--- src/rtl/lctsf_pkg.sv ---
// Shared types, constants and microcode store for the load-cell conditioner.
package lctsf_pkg;

  // Datapath widths
  localparam int RAW_W   = 24;
  localparam int WGT_W   = 25;
  localparam int PCT_W   = 7;
  localparam int SCALE_W = 16;
  localparam int ACC_W   = 32;
  localparam int DIV_W   = 32;
  localparam int ITER_W  = 6;
  localparam int RECIP_W = 32;
  localparam int PROD_W  = 64;

  // Item opcodes
  localparam logic [1:0] OP_FILTERED   = 2'd0;
  localparam logic [1:0] OP_UNFILTERED = 2'd1;
  localparam logic [1:0] OP_TARE       = 2'd2;

  // Configuration register indexes
  localparam logic REG_FILTER_PERCENT = 1'b0;
  localparam logic REG_SCALE_DIVISOR  = 1'b1;

  // Filter weight limit
  localparam logic [PCT_W-1:0]   PCT_MAX    = 7'd100;

  // Quotient bits produced by the scale divide
  localparam logic [ITER_W-1:0] ITER_SCALE   = 6'd25;

  // Fixed divides as (magnitude * RECIP) >> SHIFT, exact over the operand range:
  // below 2^31 for the filter sum, below 2^24 for a tare sample
  localparam int                 HUNDRED_SHIFT = 38;
  localparam int                 AVG_SHIFT     = 28;
  localparam logic [RECIP_W-1:0] HUNDRED_RECIP = 32'd2748779070;

  // Micro-operations driving the datapath
  typedef enum logic [3:0] {
    U_NOP, U_LATCH, U_DIFF, U_DSTART, U_DWAIT, U_MULP, U_MULX,
    U_SAVEF, U_EMIT, U_TARE, U_TACC, U_RMUL, U_RSHIFT
  } uop_t;

  // Divisor source for a divide step
  typedef enum logic [1:0] {
    DS_SCALE, DS_AVG, DS_HUNDRED
  } dsel_t;

  // Sequencer branch conditions
  typedef enum logic [2:0] {
    J_NEXT, J_ALWAYS, J_WAIT_IN, J_DISPATCH, J_DIV, J_OP1, J_FLUSH, J_OUT
  } jcond_t;

  typedef logic [3:0] upc_t;

  typedef struct packed {
    uop_t   uop;
    dsel_t  dsel;
    jcond_t jcond;
    upc_t   target;
  } uword_t;

  // Fixed entry points
  localparam upc_t A_WAIT = 4'd0;
  localparam upc_t A_EMIT = 4'd11;
  localparam upc_t A_TARE = 4'd12;

  // Divider request and response
  typedef struct packed {
    logic                start;
    logic [DIV_W-1:0]    dividend;
    logic [SCALE_W-1:0]  divisor;
    logic [ITER_W-1:0]   iters;
  } div_req_t;

  typedef struct packed {
    logic             busy;
    logic [DIV_W-1:0] quotient;
  } div_rsp_t;

  // Microprogram store
  function automatic uword_t ucode(input upc_t addr);
    uword_t w;
    case (addr)
      4'd0:  w = '{U_LATCH,  DS_SCALE,   J_WAIT_IN,  A_WAIT};
      4'd1:  w = '{U_NOP,    DS_SCALE,   J_DISPATCH, A_TARE};
      // measurement: offset, scale divide
      4'd2:  w = '{U_DIFF,   DS_SCALE,   J_NEXT,     A_WAIT};
      4'd3:  w = '{U_DSTART, DS_SCALE,   J_NEXT,     A_WAIT};
      4'd4:  w = '{U_DWAIT,  DS_SCALE,   J_DIV,      A_WAIT};
      4'd5:  w = '{U_NOP,    DS_SCALE,   J_OP1,      A_EMIT};
      // smoothing: weighted sum, divide by one hundred
      4'd6:  w = '{U_MULP,   DS_SCALE,   J_NEXT,     A_WAIT};
      4'd7:  w = '{U_MULX,   DS_SCALE,   J_NEXT,     A_WAIT};
      4'd8:  w = '{U_RMUL,   DS_HUNDRED, J_NEXT,     A_WAIT};
      4'd9:  w = '{U_RSHIFT, DS_HUNDRED, J_NEXT,     A_WAIT};
      4'd10: w = '{U_SAVEF,  DS_SCALE,   J_NEXT,     A_WAIT};
      4'd11: w = '{U_EMIT,   DS_SCALE,   J_OUT,      A_WAIT};
      // tare sequence
      4'd12: w = '{U_TARE,   DS_AVG,     J_FLUSH,    A_EMIT};
      4'd13: w = '{U_RMUL,   DS_AVG,     J_NEXT,     A_WAIT};
      4'd14: w = '{U_RSHIFT, DS_AVG,     J_NEXT,     A_WAIT};
      4'd15: w = '{U_TACC,   DS_AVG,     J_ALWAYS,   A_EMIT};
      default: w = '{U_NOP,  DS_SCALE,   J_ALWAYS,   A_WAIT};
    endcase
    return w;
  endfunction

endpackage

--- src/rtl/load_cell_tare_scale_filter.sv ---
// Load-cell conditioner top level: tare averaging, scaling and smoothing.
//
//  channel | direction | handshake              | word
//  in_     | input     | in_valid / in_stall    | op, raw_sample, tare_restart
//  out_    | output    | out_valid / out_stall  | weight_value, tare_done
//  cfg_    | input     | cfg_valid / cfg_ready  | cfg_index, cfg_data
//
// One word is worked on at a time. The serial scale divider produces 25
// quotient bits at one per cycle, while the fixed divides use a two-step
// reciprocal multiply. Reset (rst_n low, synchronous) clears the tare state,
// filter history and registers to their defaults. A stalled result sits in the
// output register while the next word is taken; the sequencer waits at its emit
// step only while that register holds a stalled result.
module load_cell_tare_scale_filter import lctsf_pkg::*; #(
  parameter int TARE_AVERAGE_COUNT = 4,
  parameter int TARE_FLUSH_COUNT   = 5
) (
  input  logic                     clk,
  input  logic                     rst_n,
  input  logic                     in_valid,
  output logic                     in_stall,
  input  logic [1:0]               in_op,
  input  logic signed [RAW_W-1:0]  in_raw_sample,
  input  logic                     in_tare_restart,
  output logic                     out_valid,
  input  logic                     out_stall,
  output logic signed [WGT_W-1:0]  out_weight_value,
  output logic                     out_tare_done,
  input  logic                     cfg_valid,
  output logic                     cfg_ready,
  input  logic                     cfg_index,
  input  logic [SCALE_W-1:0]       cfg_data
);

  localparam int SEQ_LEN = TARE_FLUSH_COUNT + TARE_AVERAGE_COUNT;
  localparam int CNT_W   = $clog2(SEQ_LEN + 1);
  localparam logic [RECIP_W-1:0] AVG_RECIP =
    RECIP_W'(((64'd1 << AVG_SHIFT) + 64'(TARE_AVERAGE_COUNT) - 64'd1)
             / 64'(TARE_AVERAGE_COUNT));

  // Sequencer and latched word
  upc_t                      pc_r, pc_nxt;
  logic [1:0]                op_r, op_nxt;
  logic signed [RAW_W-1:0]   raw_r, raw_nxt;
  logic                      restart_r, restart_nxt;

  // Working registers
  logic signed [ACC_W-1:0]   acc_r, acc_nxt;
  logic signed [ACC_W-1:0]   prod_r, prod_nxt;
  logic [PROD_W-1:0]         rprod_r, rprod_nxt;
  logic                      neg_r, neg_nxt;
  logic                      tdone_r, tdone_nxt;

  // Persistent state and configuration
  logic signed [RAW_W-1:0]   offset_r, offset_nxt;
  logic signed [RAW_W-1:0]   sum_r, sum_nxt;
  logic [CNT_W-1:0]          count_r, count_nxt;
  logic signed [WGT_W-1:0]   prev_r, prev_nxt;
  logic [PCT_W-1:0]          pct_r, pct_nxt;
  logic [SCALE_W-1:0]        scale_r, scale_nxt;

  // Output register
  logic                      out_valid_r, out_valid_nxt;
  logic signed [WGT_W-1:0]   out_weight_r, out_weight_nxt;
  logic                      out_done_r, out_done_nxt;

  uword_t                    uw;
  div_req_t                  div_req;
  div_rsp_t                  div_rsp;
  logic                      in_fire, out_fire, out_busy, emit_fire;
  logic [PCT_W-1:0]          pct_eff, pct_inv;
  logic [SCALE_W-1:0]        scale_eff;
  logic [ACC_W-1:0]          acc_mag;
  logic signed [ACC_W-1:0]   q_s;
  logic signed [ACC_W:0]     mul_p, mul_x;
  logic [RECIP_W-1:0]        recip_k;
  logic [PROD_W-1:0]         rmul;
  logic [ACC_W-1:0]          rquo;
  logic signed [ACC_W-1:0]   r_s;
  logic [CNT_W-1:0]          count_eff, cnt_inc;
  logic                      in_flush, seq_end, is_meas;
  logic signed [RAW_W-1:0]   sum_new;

  assign uw        = ucode(pc_r);
  assign in_stall  = (pc_r != A_WAIT);
  assign cfg_ready = 1'b1;
  assign in_fire   = in_valid && !in_stall;
  assign out_fire  = out_valid_r && !out_stall;
  assign out_busy  = out_valid_r && out_stall;
  assign emit_fire = (uw.uop == U_EMIT) && !out_busy;
  assign is_meas   = (op_r == OP_FILTERED) || (op_r == OP_UNFILTERED);

  // Clamp configuration to usable values
  always_comb begin
    pct_eff   = (pct_r > PCT_MAX) ? PCT_MAX : pct_r;
    pct_inv   = PCT_MAX - pct_eff;
    scale_eff = (scale_r == '0) ? SCALE_W'(1) : scale_r;
  end

  // Magnitude, signed quotient and the two filter products
  always_comb begin
    acc_mag = acc_r[ACC_W-1] ? ACC_W'(-acc_r) : ACC_W'(acc_r);
    q_s     = neg_r ? -$signed(div_rsp.quotient) : $signed(div_rsp.quotient);
    mul_p   = prev_r * $signed({1'b0, pct_inv});
    mul_x   = $signed(acc_r[WGT_W-1:0]) * $signed({1'b0, pct_eff});
  end

  // Fixed divides: multiply the magnitude by the reciprocal, then shift and sign
  always_comb begin
    recip_k = (uw.dsel == DS_AVG) ? AVG_RECIP : HUNDRED_RECIP;
    rmul    = PROD_W'(acc_mag) * PROD_W'(recip_k);
    rquo    = (uw.dsel == DS_AVG) ? ACC_W'(rprod_r >> AVG_SHIFT)
                                  : ACC_W'(rprod_r >> HUNDRED_SHIFT);
    r_s     = neg_r ? -$signed(rquo) : $signed(rquo);
  end

  // Tare sequence position
  always_comb begin
    count_eff = restart_r ? '0 : count_r;
    in_flush  = count_eff < CNT_W'(TARE_FLUSH_COUNT);
    cnt_inc   = count_r + 1'b1;
    seq_end   = cnt_inc >= CNT_W'(SEQ_LEN);
    sum_new   = sum_r + acc_r[RAW_W-1:0];
  end

  // Divider request: left-align the magnitude for the scale divide
  always_comb begin
    div_req.start    = (uw.uop == U_DSTART);
    div_req.divisor  = scale_eff;
    div_req.iters    = ITER_SCALE;
    div_req.dividend = acc_mag << (DIV_W - int'(ITER_SCALE));
  end

  lctsf_div u_div (
    .clk   (clk),
    .rst_n (rst_n),
    .req   (div_req),
    .rsp   (div_rsp)
  );

  // Next step: advance, branch or hold
  always_comb begin
    case (uw.jcond)
      J_NEXT:     pc_nxt = pc_r + 1'b1;
      J_ALWAYS:   pc_nxt = uw.target;
      J_WAIT_IN:  pc_nxt = in_fire ? pc_r + 1'b1 : pc_r;
      J_DISPATCH: begin
        if (op_r == OP_TARE) begin
          pc_nxt = uw.target;
        end else if (is_meas) begin
          pc_nxt = pc_r + 1'b1;
        end else begin
          pc_nxt = A_EMIT;
        end
      end
      J_DIV:      pc_nxt = div_rsp.busy ? pc_r : pc_r + 1'b1;
      J_OP1:      pc_nxt = (op_r == OP_UNFILTERED) ? uw.target : pc_r + 1'b1;
      J_FLUSH:    pc_nxt = in_flush ? uw.target : pc_r + 1'b1;
      J_OUT:      pc_nxt = out_busy ? pc_r : uw.target;
      default:    pc_nxt = A_WAIT;
    endcase
  end

  // Datapath actions of the current control word
  always_comb begin
    op_nxt      = op_r;
    raw_nxt     = raw_r;
    restart_nxt = restart_r;
    acc_nxt     = acc_r;
    prod_nxt    = prod_r;
    rprod_nxt   = rprod_r;
    neg_nxt     = neg_r;
    tdone_nxt   = tdone_r;
    offset_nxt  = offset_r;
    sum_nxt     = sum_r;
    count_nxt   = count_r;
    prev_nxt    = prev_r;
    out_weight_nxt = out_weight_r;
    out_done_nxt   = out_done_r;
    case (uw.uop)
      U_LATCH: begin
        if (in_fire) begin
          op_nxt      = in_op;
          raw_nxt     = in_raw_sample;
          restart_nxt = in_tare_restart;
          acc_nxt     = '0;
          tdone_nxt   = 1'b0;
        end
      end
      U_DIFF: begin
        acc_nxt = {{(ACC_W-RAW_W){raw_r[RAW_W-1]}}, raw_r}
                - {{(ACC_W-RAW_W){offset_r[RAW_W-1]}}, offset_r};
      end
      U_DSTART: neg_nxt = acc_r[ACC_W-1];
      U_DWAIT: begin
        if (!div_rsp.busy) begin
          acc_nxt = q_s;
        end
      end
      U_RMUL: begin
        neg_nxt   = acc_r[ACC_W-1];
        rprod_nxt = rmul;
      end
      U_RSHIFT: acc_nxt = r_s;
      U_MULP:  prod_nxt = ACC_W'(mul_p);
      U_MULX:  acc_nxt  = ACC_W'(mul_x) + prod_r;
      U_SAVEF: prev_nxt = acc_r[WGT_W-1:0];
      U_EMIT: begin
        if (!out_busy) begin
          out_weight_nxt = is_meas ? acc_r[WGT_W-1:0] : '0;
          out_done_nxt   = tdone_r;
        end
      end
      U_TARE: begin
        // restart clears the sequence before this sample counts
        count_nxt = in_flush ? count_eff + 1'b1 : count_eff;
        sum_nxt   = restart_r ? '0 : sum_r;
        acc_nxt   = {{(ACC_W-RAW_W){raw_r[RAW_W-1]}}, raw_r};
      end
      U_TACC: begin
        if (seq_end) begin
          offset_nxt = sum_new;
          tdone_nxt  = 1'b1;
          count_nxt  = '0;
          sum_nxt    = '0;
        end else begin
          count_nxt = cnt_inc;
          sum_nxt   = sum_new;
        end
      end
      default: ;
    endcase
  end

  // Output valid: set on emit, drop when taken
  always_comb begin
    if (emit_fire) begin
      out_valid_nxt = 1'b1;
    end else if (out_fire) begin
      out_valid_nxt = 1'b0;
    end else begin
      out_valid_nxt = out_valid_r;
    end
  end

  // Configuration writes
  always_comb begin
    pct_nxt   = pct_r;
    scale_nxt = scale_r;
    if (cfg_valid && cfg_ready) begin
      case (cfg_index)
        REG_FILTER_PERCENT: pct_nxt   = cfg_data[PCT_W-1:0];
        REG_SCALE_DIVISOR:  scale_nxt = cfg_data;
        default: ;
      endcase
    end
  end

  always_ff @(posedge clk) begin
    if (!rst_n) begin
      pc_r        <= A_WAIT;
      tdone_r     <= 1'b0;
      offset_r    <= '0;
      sum_r       <= '0;
      count_r     <= '0;
      prev_r      <= '0;
      pct_r       <= PCT_W'(10);
      scale_r     <= SCALE_W'(719);
      out_valid_r <= 1'b0;
    end else begin
      pc_r        <= pc_nxt;
      tdone_r     <= tdone_nxt;
      offset_r    <= offset_nxt;
      sum_r       <= sum_nxt;
      count_r     <= count_nxt;
      prev_r      <= prev_nxt;
      pct_r       <= pct_nxt;
      scale_r     <= scale_nxt;
      out_valid_r <= out_valid_nxt;
    end
  end

  always_ff @(posedge clk) begin
    op_r         <= op_nxt;
    raw_r        <= raw_nxt;
    restart_r    <= restart_nxt;
    acc_r        <= acc_nxt;
    prod_r       <= prod_nxt;
    rprod_r      <= rprod_nxt;
    neg_r        <= neg_nxt;
    out_weight_r <= out_weight_nxt;
    out_done_r   <= out_done_nxt;
  end

  assign out_valid        = out_valid_r;
  assign out_weight_value = out_weight_r;
  assign out_tare_done    = out_done_r;

  // Divider runs only while the sequencer waits on it
  a_div_wait: assert property (@(posedge clk) disable iff (!rst_n)
    div_rsp.busy |-> uw.uop == U_DWAIT)
    else $error("divider busy outside a wait step");

  // A result appears only from the emit step
  a_emit_src: assert property (@(posedge clk) disable iff (!rst_n)
    $rose(out_valid_r) |-> $past(uw.uop) == U_EMIT)
    else $error("result raised outside emit step");

  // Tare position stays inside the sequence
  a_count_range: assert property (@(posedge clk) disable iff (!rst_n)
    count_r < CNT_W'(SEQ_LEN))
    else $error("tare count past sequence end");

  // A completed tare carries a zero weight
  a_done_zero: assert property (@(posedge clk) disable iff (!rst_n)
    out_valid_r && out_done_r |-> out_weight_r == '0)
    else $error("tare result with nonzero weight");

endmodule

--- src/rtl/lctsf_div.sv ---
// Serial restoring divider, one quotient bit per cycle, unsigned operands.
module lctsf_div import lctsf_pkg::*; (
  input  logic     clk,
  input  logic     rst_n,
  input  div_req_t req,
  output div_rsp_t rsp
);

  logic                busy_r, busy_nxt;
  logic [ITER_W-1:0]   cnt_r, cnt_nxt;
  logic [DIV_W-1:0]    quo_r, quo_nxt;
  logic [SCALE_W-1:0]  rem_r, rem_nxt;
  logic [SCALE_W-1:0]  dvs_r, dvs_nxt;
  logic [SCALE_W:0]    rem_sh;
  logic [SCALE_W+1:0]  diff;

  // Trial subtract of the shifted partial remainder
  always_comb begin
    rem_sh = {rem_r, quo_r[DIV_W-1]};
    diff   = {1'b0, rem_sh} - {2'b00, dvs_r};
  end

  // Load on start, then shift one bit per cycle
  always_comb begin
    busy_nxt = busy_r;
    cnt_nxt  = cnt_r;
    quo_nxt  = quo_r;
    rem_nxt  = rem_r;
    dvs_nxt  = dvs_r;
    if (req.start) begin
      busy_nxt = 1'b1;
      cnt_nxt  = req.iters;
      quo_nxt  = req.dividend;
      rem_nxt  = '0;
      dvs_nxt  = req.divisor;
    end else if (busy_r) begin
      if (diff[SCALE_W+1]) begin
        rem_nxt = rem_sh[SCALE_W-1:0];
        quo_nxt = {quo_r[DIV_W-2:0], 1'b0};
      end else begin
        rem_nxt = diff[SCALE_W-1:0];
        quo_nxt = {quo_r[DIV_W-2:0], 1'b1};
      end
      cnt_nxt = cnt_r - 1'b1;
      if (cnt_r == ITER_W'(1)) begin
        busy_nxt = 1'b0;
      end
    end
  end

  always_ff @(posedge clk) begin
    if (!rst_n) begin
      busy_r <= 1'b0;
      cnt_r  <= '0;
    end else begin
      busy_r <= busy_nxt;
      cnt_r  <= cnt_nxt;
    end
  end

  always_ff @(posedge clk) begin
    quo_r <= quo_nxt;
    rem_r <= rem_nxt;
    dvs_r <= dvs_nxt;
  end

  assign rsp.busy     = busy_r;
  assign rsp.quotient = quo_r;

  // A running divide always has bits left to produce
  a_cnt_live: assert property (@(posedge clk) disable iff (!rst_n)
    busy_r |-> cnt_r != '0)
    else $error("divider busy with no bits left");

  // Busy only starts from a start request
  a_busy_start: assert property (@(posedge clk) disable iff (!rst_n)
    $rose(busy_r) |-> $past(req.start))
    else $error("divider started without request");

endmodule

--- config.mk ---
export PLATFORM = sky130hd
export DESIGN_NAME = load_cell_tare_scale_filter
export DESIGN_NICKNAME = d
export VERILOG_FILES = /design/src/rtl/lctsf_pkg.sv /design/src/rtl/load_cell_tare_scale_filter.sv /design/src/rtl/lctsf_div.sv
export SDC_FILE = /design/constraint.sdc
export NUM_CORES = 2
export LEC_CHECK = 0
export ABC_CLOCK_PERIOD_IN_PS = 10380
export BUFFER_PORTS_ARGS = -buffer_cell sky130_fd_sc_hd__buf_2
export CAP_MARGIN = 5
export CORE_MARGIN = 2
export CORE_UTILIZATION = 55
export CTS_CLUSTER_DIAMETER = 30
export CTS_CLUSTER_SIZE = 8
export DETAILED_ROUTE_END_ITERATION = 10
export GPL_TIMING_DRIVEN = 1
export PLACE_DENSITY = 0.73
export SYNTH_ARGS = -nofsm -noshare
export SYNTH_HDL_FRONTEND = slang
export SYNTH_SLANG_ARGS = --single-unit
--- constraint.sdc ---
create_clock -name clk -period 10.38 [get_ports clk]
set_input_delay 3.114 -clock clk [delete_from_list [all_inputs] [get_ports clk]]
set_output_delay 3.114 -clock clk [all_outputs]
set_load 0.01 [all_outputs]
# == After elaboration in Yosys (flattened, before gate mapping) ==
# Memory sizes are Yosys's and may differ from the RTL's. A register that Yosys moved wholly into a read port is not among the register bits.
# Index checks and enable logic that the tools add are counted.
# word_totals
register_bits,359
romBits,208
inputBits,49
out_inout_bits,29
word_cells,145
n_memories,1
# classes
add_sub_neg,12
mul,3
n_lt_le_gt_ge,3
eq_ne,30
n_mux,40
bitwise,3
reduce_logical,28
# memory_table
memory,depth,word_bits,rd,rd_ports_with_merged_regs,wr,line,rtl
(name not given),16,13,1,1,0,lctsf_pkg.sv:82,case (addr)
# op_table
op,count
2-to-1 mux 32 bit,9
one-hot mux 32 bit (6 select lines),1
negation 32 bit,3
multiplier 25 x 8 -> 32 bit,2
multiplier 32 x 32 -> 64 bit,1
2-to-1 mux 24 bit,2
2-to-1 mux 4 bit,12
one-hot mux 24 bit (2 select lines),1
adder 32 bit,1
one-hot mux 4 bit (8 select lines),1
subtractor 24 x 24 -> 25 bit,1
adder 24 bit,1
"== test 4 bit, second input constant",5
subtractor 17 x 16 -> 18 bit,1
"== test 4 x 3 -> 1 bit, second input constant",4
logical NOT 16 bit,1
2-to-1 mux 16 bit,1
"!= test 2 bit, second input constant",7
"adder 4 x 1 -> 4 bit, second input constant",3
"== test 3 bit, second input constant",4
AND reduction 2 bit,6
2-to-1 mux 5 bit,2
AND reduction 3 bit,3
"== test 4 x 2 -> 1 bit, second input constant",2
other kinds (25),45

# == Longest topological paths before layout ==
# logic_depth
depth_word,7
depth_mapped,35
ltp_nobuf,35

# == Hierarchy ==
# From an unflattened synthesis, not the netlist that was laid out.
# unflattened
hier_cells,5416
area_unflattened_um2,50490.9
# modules_own_cells
module,instances,cells_per_inst,area_per_inst_um2,seq_area_each_um2
load_cell_tare_scale_filter,1,5102,46796.1,6986.7
lctsf_div,1,314,3694.8,1901.8

# == Worst setup path before layout ==
# No wires, ideal clock.
# synth_path
path_kind,register -> register
from,register acc_r[3]
to,register rprod_r[54] (data pin)
arrival_time_ns,8.706
required_ns,10.118
path_slack_ns,1.412
stages_incl_launch_ff,35
n_path_buf,1
path_cell_list,edfxtp_1 -> or4_4 -> nor4b_4 -> nand3b_2 -> nor2_4 -> nand2_1 -> nand2_1 -> xor2_1 -> clkbuf_1 -> xnor2_1 -> nor2_1 -> ha_1 -> or2_2 -> fa_1 -> ha_1 -> inv_1 -> fa_1 -> inv_1 -> fa_1 -> fa_1 -> fa_1 -> inv_1 -> fa_1 -> inv_1 -> ha_1 -> a21o_1 -> a211o_1 -> a2111oi_0 -> a211oi_1 -> o21ai_0 -> nand4b_1 -> a41o_1 -> a21oi_1 -> o21bai_1 -> xor2_1
# synth_via
elab_chain_cells,3
# synth_rtl
item,line,rtl
start: declaration,load_cell_tare_scale_filter.sv:48,"logic signed [ACC_W-1:0] acc_r, acc_nxt;"
start signal: assignment,load_cell_tare_scale_filter.sv:287,acc_r <= acc_nxt;
negation 32 bit,load_cell_tare_scale_filter.sv:102,acc_mag = acc_r[ACC_W-1] ? ACC_W'(-acc_r) : ACC_W'(acc_r);
2-to-1 mux 32 bit (*),load_cell_tare_scale_filter.sv:102,
multiplier 32 x 32 -> 64 bit (*),load_cell_tare_scale_filter.sv:111,rmul = PROD_W'(acc_mag) * PROD_W'(recip_k);
net rmul[54],load_cell_tare_scale_filter.sv:77,logic [PROD_W-1:0] rmul;
end signal: assignment,load_cell_tare_scale_filter.sv:289,rprod_r <= rprod_nxt;
end: declaration,load_cell_tare_scale_filter.sv:50,"logic [PROD_W-1:0] rprod_r, rprod_nxt;"
# The timed path passes the listed nets; every way through them passes the cells marked *.
# A chain may end at the register's enable or synchronous reset.

# == Final worst setup path ==
# layout_path
from,register acc_r[3]
to,register rprod_r[62] (data pin)
# Same word-level chain as after synthesis.

==> results.toml <==
[run_status]
status = "finished, final reports clean"

[worst_setup_path]
slowest_stage = "or4_4"
crit_path_frequent_cell = "fa_1"
crit_path_start_kind = "flip-flop"
worstSetupPathType = "flip-flop to flip-flop"
slowest_delay_ps = 590
crit_required_ps = 10740
crit_fanout = 6
regToRegStartpoint = "acc_r[3]"
r2r_end = "rprod_r[62]"
rr_worst_depth = 31
ff2ff_setup_slack_ps = 450
worstPathArrival_ps = 10300
end_kind = "flip-flop"

[timing]
hold_viol = 0
final-setup-viol-count = 0
fin_hold_ws_ps = 457.8
fin_skew_ps = 37.25
rsz0062_at_grt = "no"
maxSlewViolCount = 0
setup_tns_ps = 0
slew_headroom_pct = 11.57
fmax_mhz = 100.7
fin_crit_ps = 9933
worst_pin_slew_ps = 1326
period_share_pct = 95.69

[drt]
dr.pass1.iters = 7
postRouteAntennaNets = 0
num_vias = 38274
dr.first_iter.drc_count = 3822
avgViaCountPerCell = 5.765
drc_errors = 0
post_drt_wl_per_cell_um = 20.93
wirelength_mm = 138.9

[worst_hold_path]
worstHoldPathType = "flip-flop to flip-flop"
holdPathEnd = "out_tare_done"
min_from = "tdone_r"
whs_path_depth = 0

[floorplanning]
die_area_um2 = 92880
ios = 78
die_y_um = 304.8
die_w_um = 304.8
start_util_pct = 55.36
coreArea_um2 = 89870
rows = 110

[synthesis]
ys_ff_latch = 343
avgSynthCellArea_um2 = 9.314
synthDistinctLibCells = 90
synth_cells = 5342
netlist_top_cells_area = "fa_1 28%, ha_1 15%, edfxtp_1 12%"
synth_edf_count = 195
synth_top_cell_area_share_pct = 27.72
synth_flop_cell = "edfxtp_1"
ys_seq_area_share_pct = 17.72
yosysTopAreaCell = "fa_1"
yosys_warnings = 0
synthArstFlopShare_pct = 0
syn_area_um2 = 49760

[clock_network]
cts.clk_slew.worst_paths_ps = 50
cts_setup_buffers = 0
cts_buffer_depth = 3
cts_root_buf = "clkbuf_16"
cts_tree = "done"
cts_made_buffers = 77
clock-sinks = 343
insertion_delay_ps = 640
htreeDepth = 3

[cells_and_area]
area_growth_pct = 9.058
nets = 6722
layout_common_cells = "1034 x inv_1, 689 x fa_1, 586 x ha_1"
final_common_cell = "inv_1"
drive_above_1_share_pct = 6.938
fin_util_pct = 60.38
diodes = 0

[grt]
grt_overflow = 0
grt_pass1_vias = 39304
antenna_found_initial = 5
grt_max_degree = 88
grt_first_pass_wirelength_mm = 220.6
grt_use_total_pct = 30.51

[placement]
portBuffers = 76
hpwl_mm = 111.7
gp_congestion = 1.020

[job]
max-cap-violations = 0
[flip-flops by register name, indices dropped and copies added (netlist names), 12 cells and up]
signal / count
acc_r: 32
offset_r: 24
out_weight_value: 25
prev_r: 25
prod_r: 32
raw_r: 24
rprod_r: 36
scale_r: 16
sum_r: 24
u_div.dvs_r: 16
u_div.quo_r: 32
u_div.rem_r: 16
uw: 12
[Yosys cell counts, types with 27 or more instances]
cell type and count:
a21boi_0 76, a21o_1 53, a21oi_1 178, a22oi_1 31
and2_1 211, and3_1 72, clkbuf_1 174, dfxtp_1 148
edfxtp_1 195, fa_1 689, ha_1 586, inv_1 1036
mux2i_1 54, nand2_1 406, nand2b_1 54, nand3_1 72
nor2_1 258, nor2b_1 88, nor3_1 62, o21ai_0 185
o31ai_1 27, or2_2 34, xnor2_1 165, xor2_1 123
[cell type report]
type / instances / area [µm²]
well taps: 1176 / 1471
clock buffers: 99 / 2051
flip-flops and latches: 343 / 8820
clock inverters: 45 / 566.8
fillers: 7555 / 35610
multi-input cells: 3768 / 36360
inverters: 1037 / 3900
repair buffers: 171 / 1094
[worst max-delay path, delay by kind of cell, from the launching register on]
family	cells	cell delay [ps]
AOI/OAI and AO/OA	9	2160
xor gates and xnor gates	2	610
adders and majority gates	9	3830
buffers and inverters	3	230
DFF	1	390
and+or+nand+nor	8	2440
[routing by layer]
layer / wire length, µm / global-route usage, %
met5: 0 / 0
met1: 58880 / 41.98
met2: 63970 / 49.00
met4: 5317 / 11.04
met3: 10770 / 4.756
[how the worst max path moves through the flow]
stage / from / end / slack, ps
after floorplan: acc_r[3] / rprod_r[54] / 1410
after global placement: acc_r[3] / rprod_r[54] / 400
after detailed placement: acc_r[3] / rprod_r[54] / 290
after CTS: acc_r[3] / rprod_r[54] / 240
after global routing: acc_r[3] / rprod_r[62] / 70
final: acc_r[3] / rprod_r[62] / 450
[cells by family (layout without fill, tap and decap cells)]
group           count (synthesis)  count (layout)  share of synthesized area, %
xor+xnor                      290             290                         5.158
buf+inv                      1233            1352                         9.405
compound gates                793             793                         10.54
flops                         343             343                         17.72
fa+ha+maj                    1275            1275                         42.46
other cells                     1               3                      0.007537
simple gates                 1349            1349                         13.53
mux                            58              58                         1.177
[metrics by stage]
stage / worst slack, ps / cells / area [µm²]
6_report: 447.0 / 6639 / 54260
5_1_grt: 69.73 / 6639 / 54260
4_1_cts: 235.7 / 6639 / 54240
3_5_place_dp: 288.7 / 6495 / 51620
3_3_place_gp: 402.1 / 6495 / 51620
2_1_floorplan: 1412 / 5344 / 49760
[timing repair]
action / CTS / global route
endpoints found under the setup margin: 0 / 6
gates resized for setup: 0 / 8
hold buffers: 0 / 0
hold endpoints to repair: 0 / 0
Power is not shown: default switching activity piles up to over one toggle a cycle in this logic, so the estimate is an artifact.
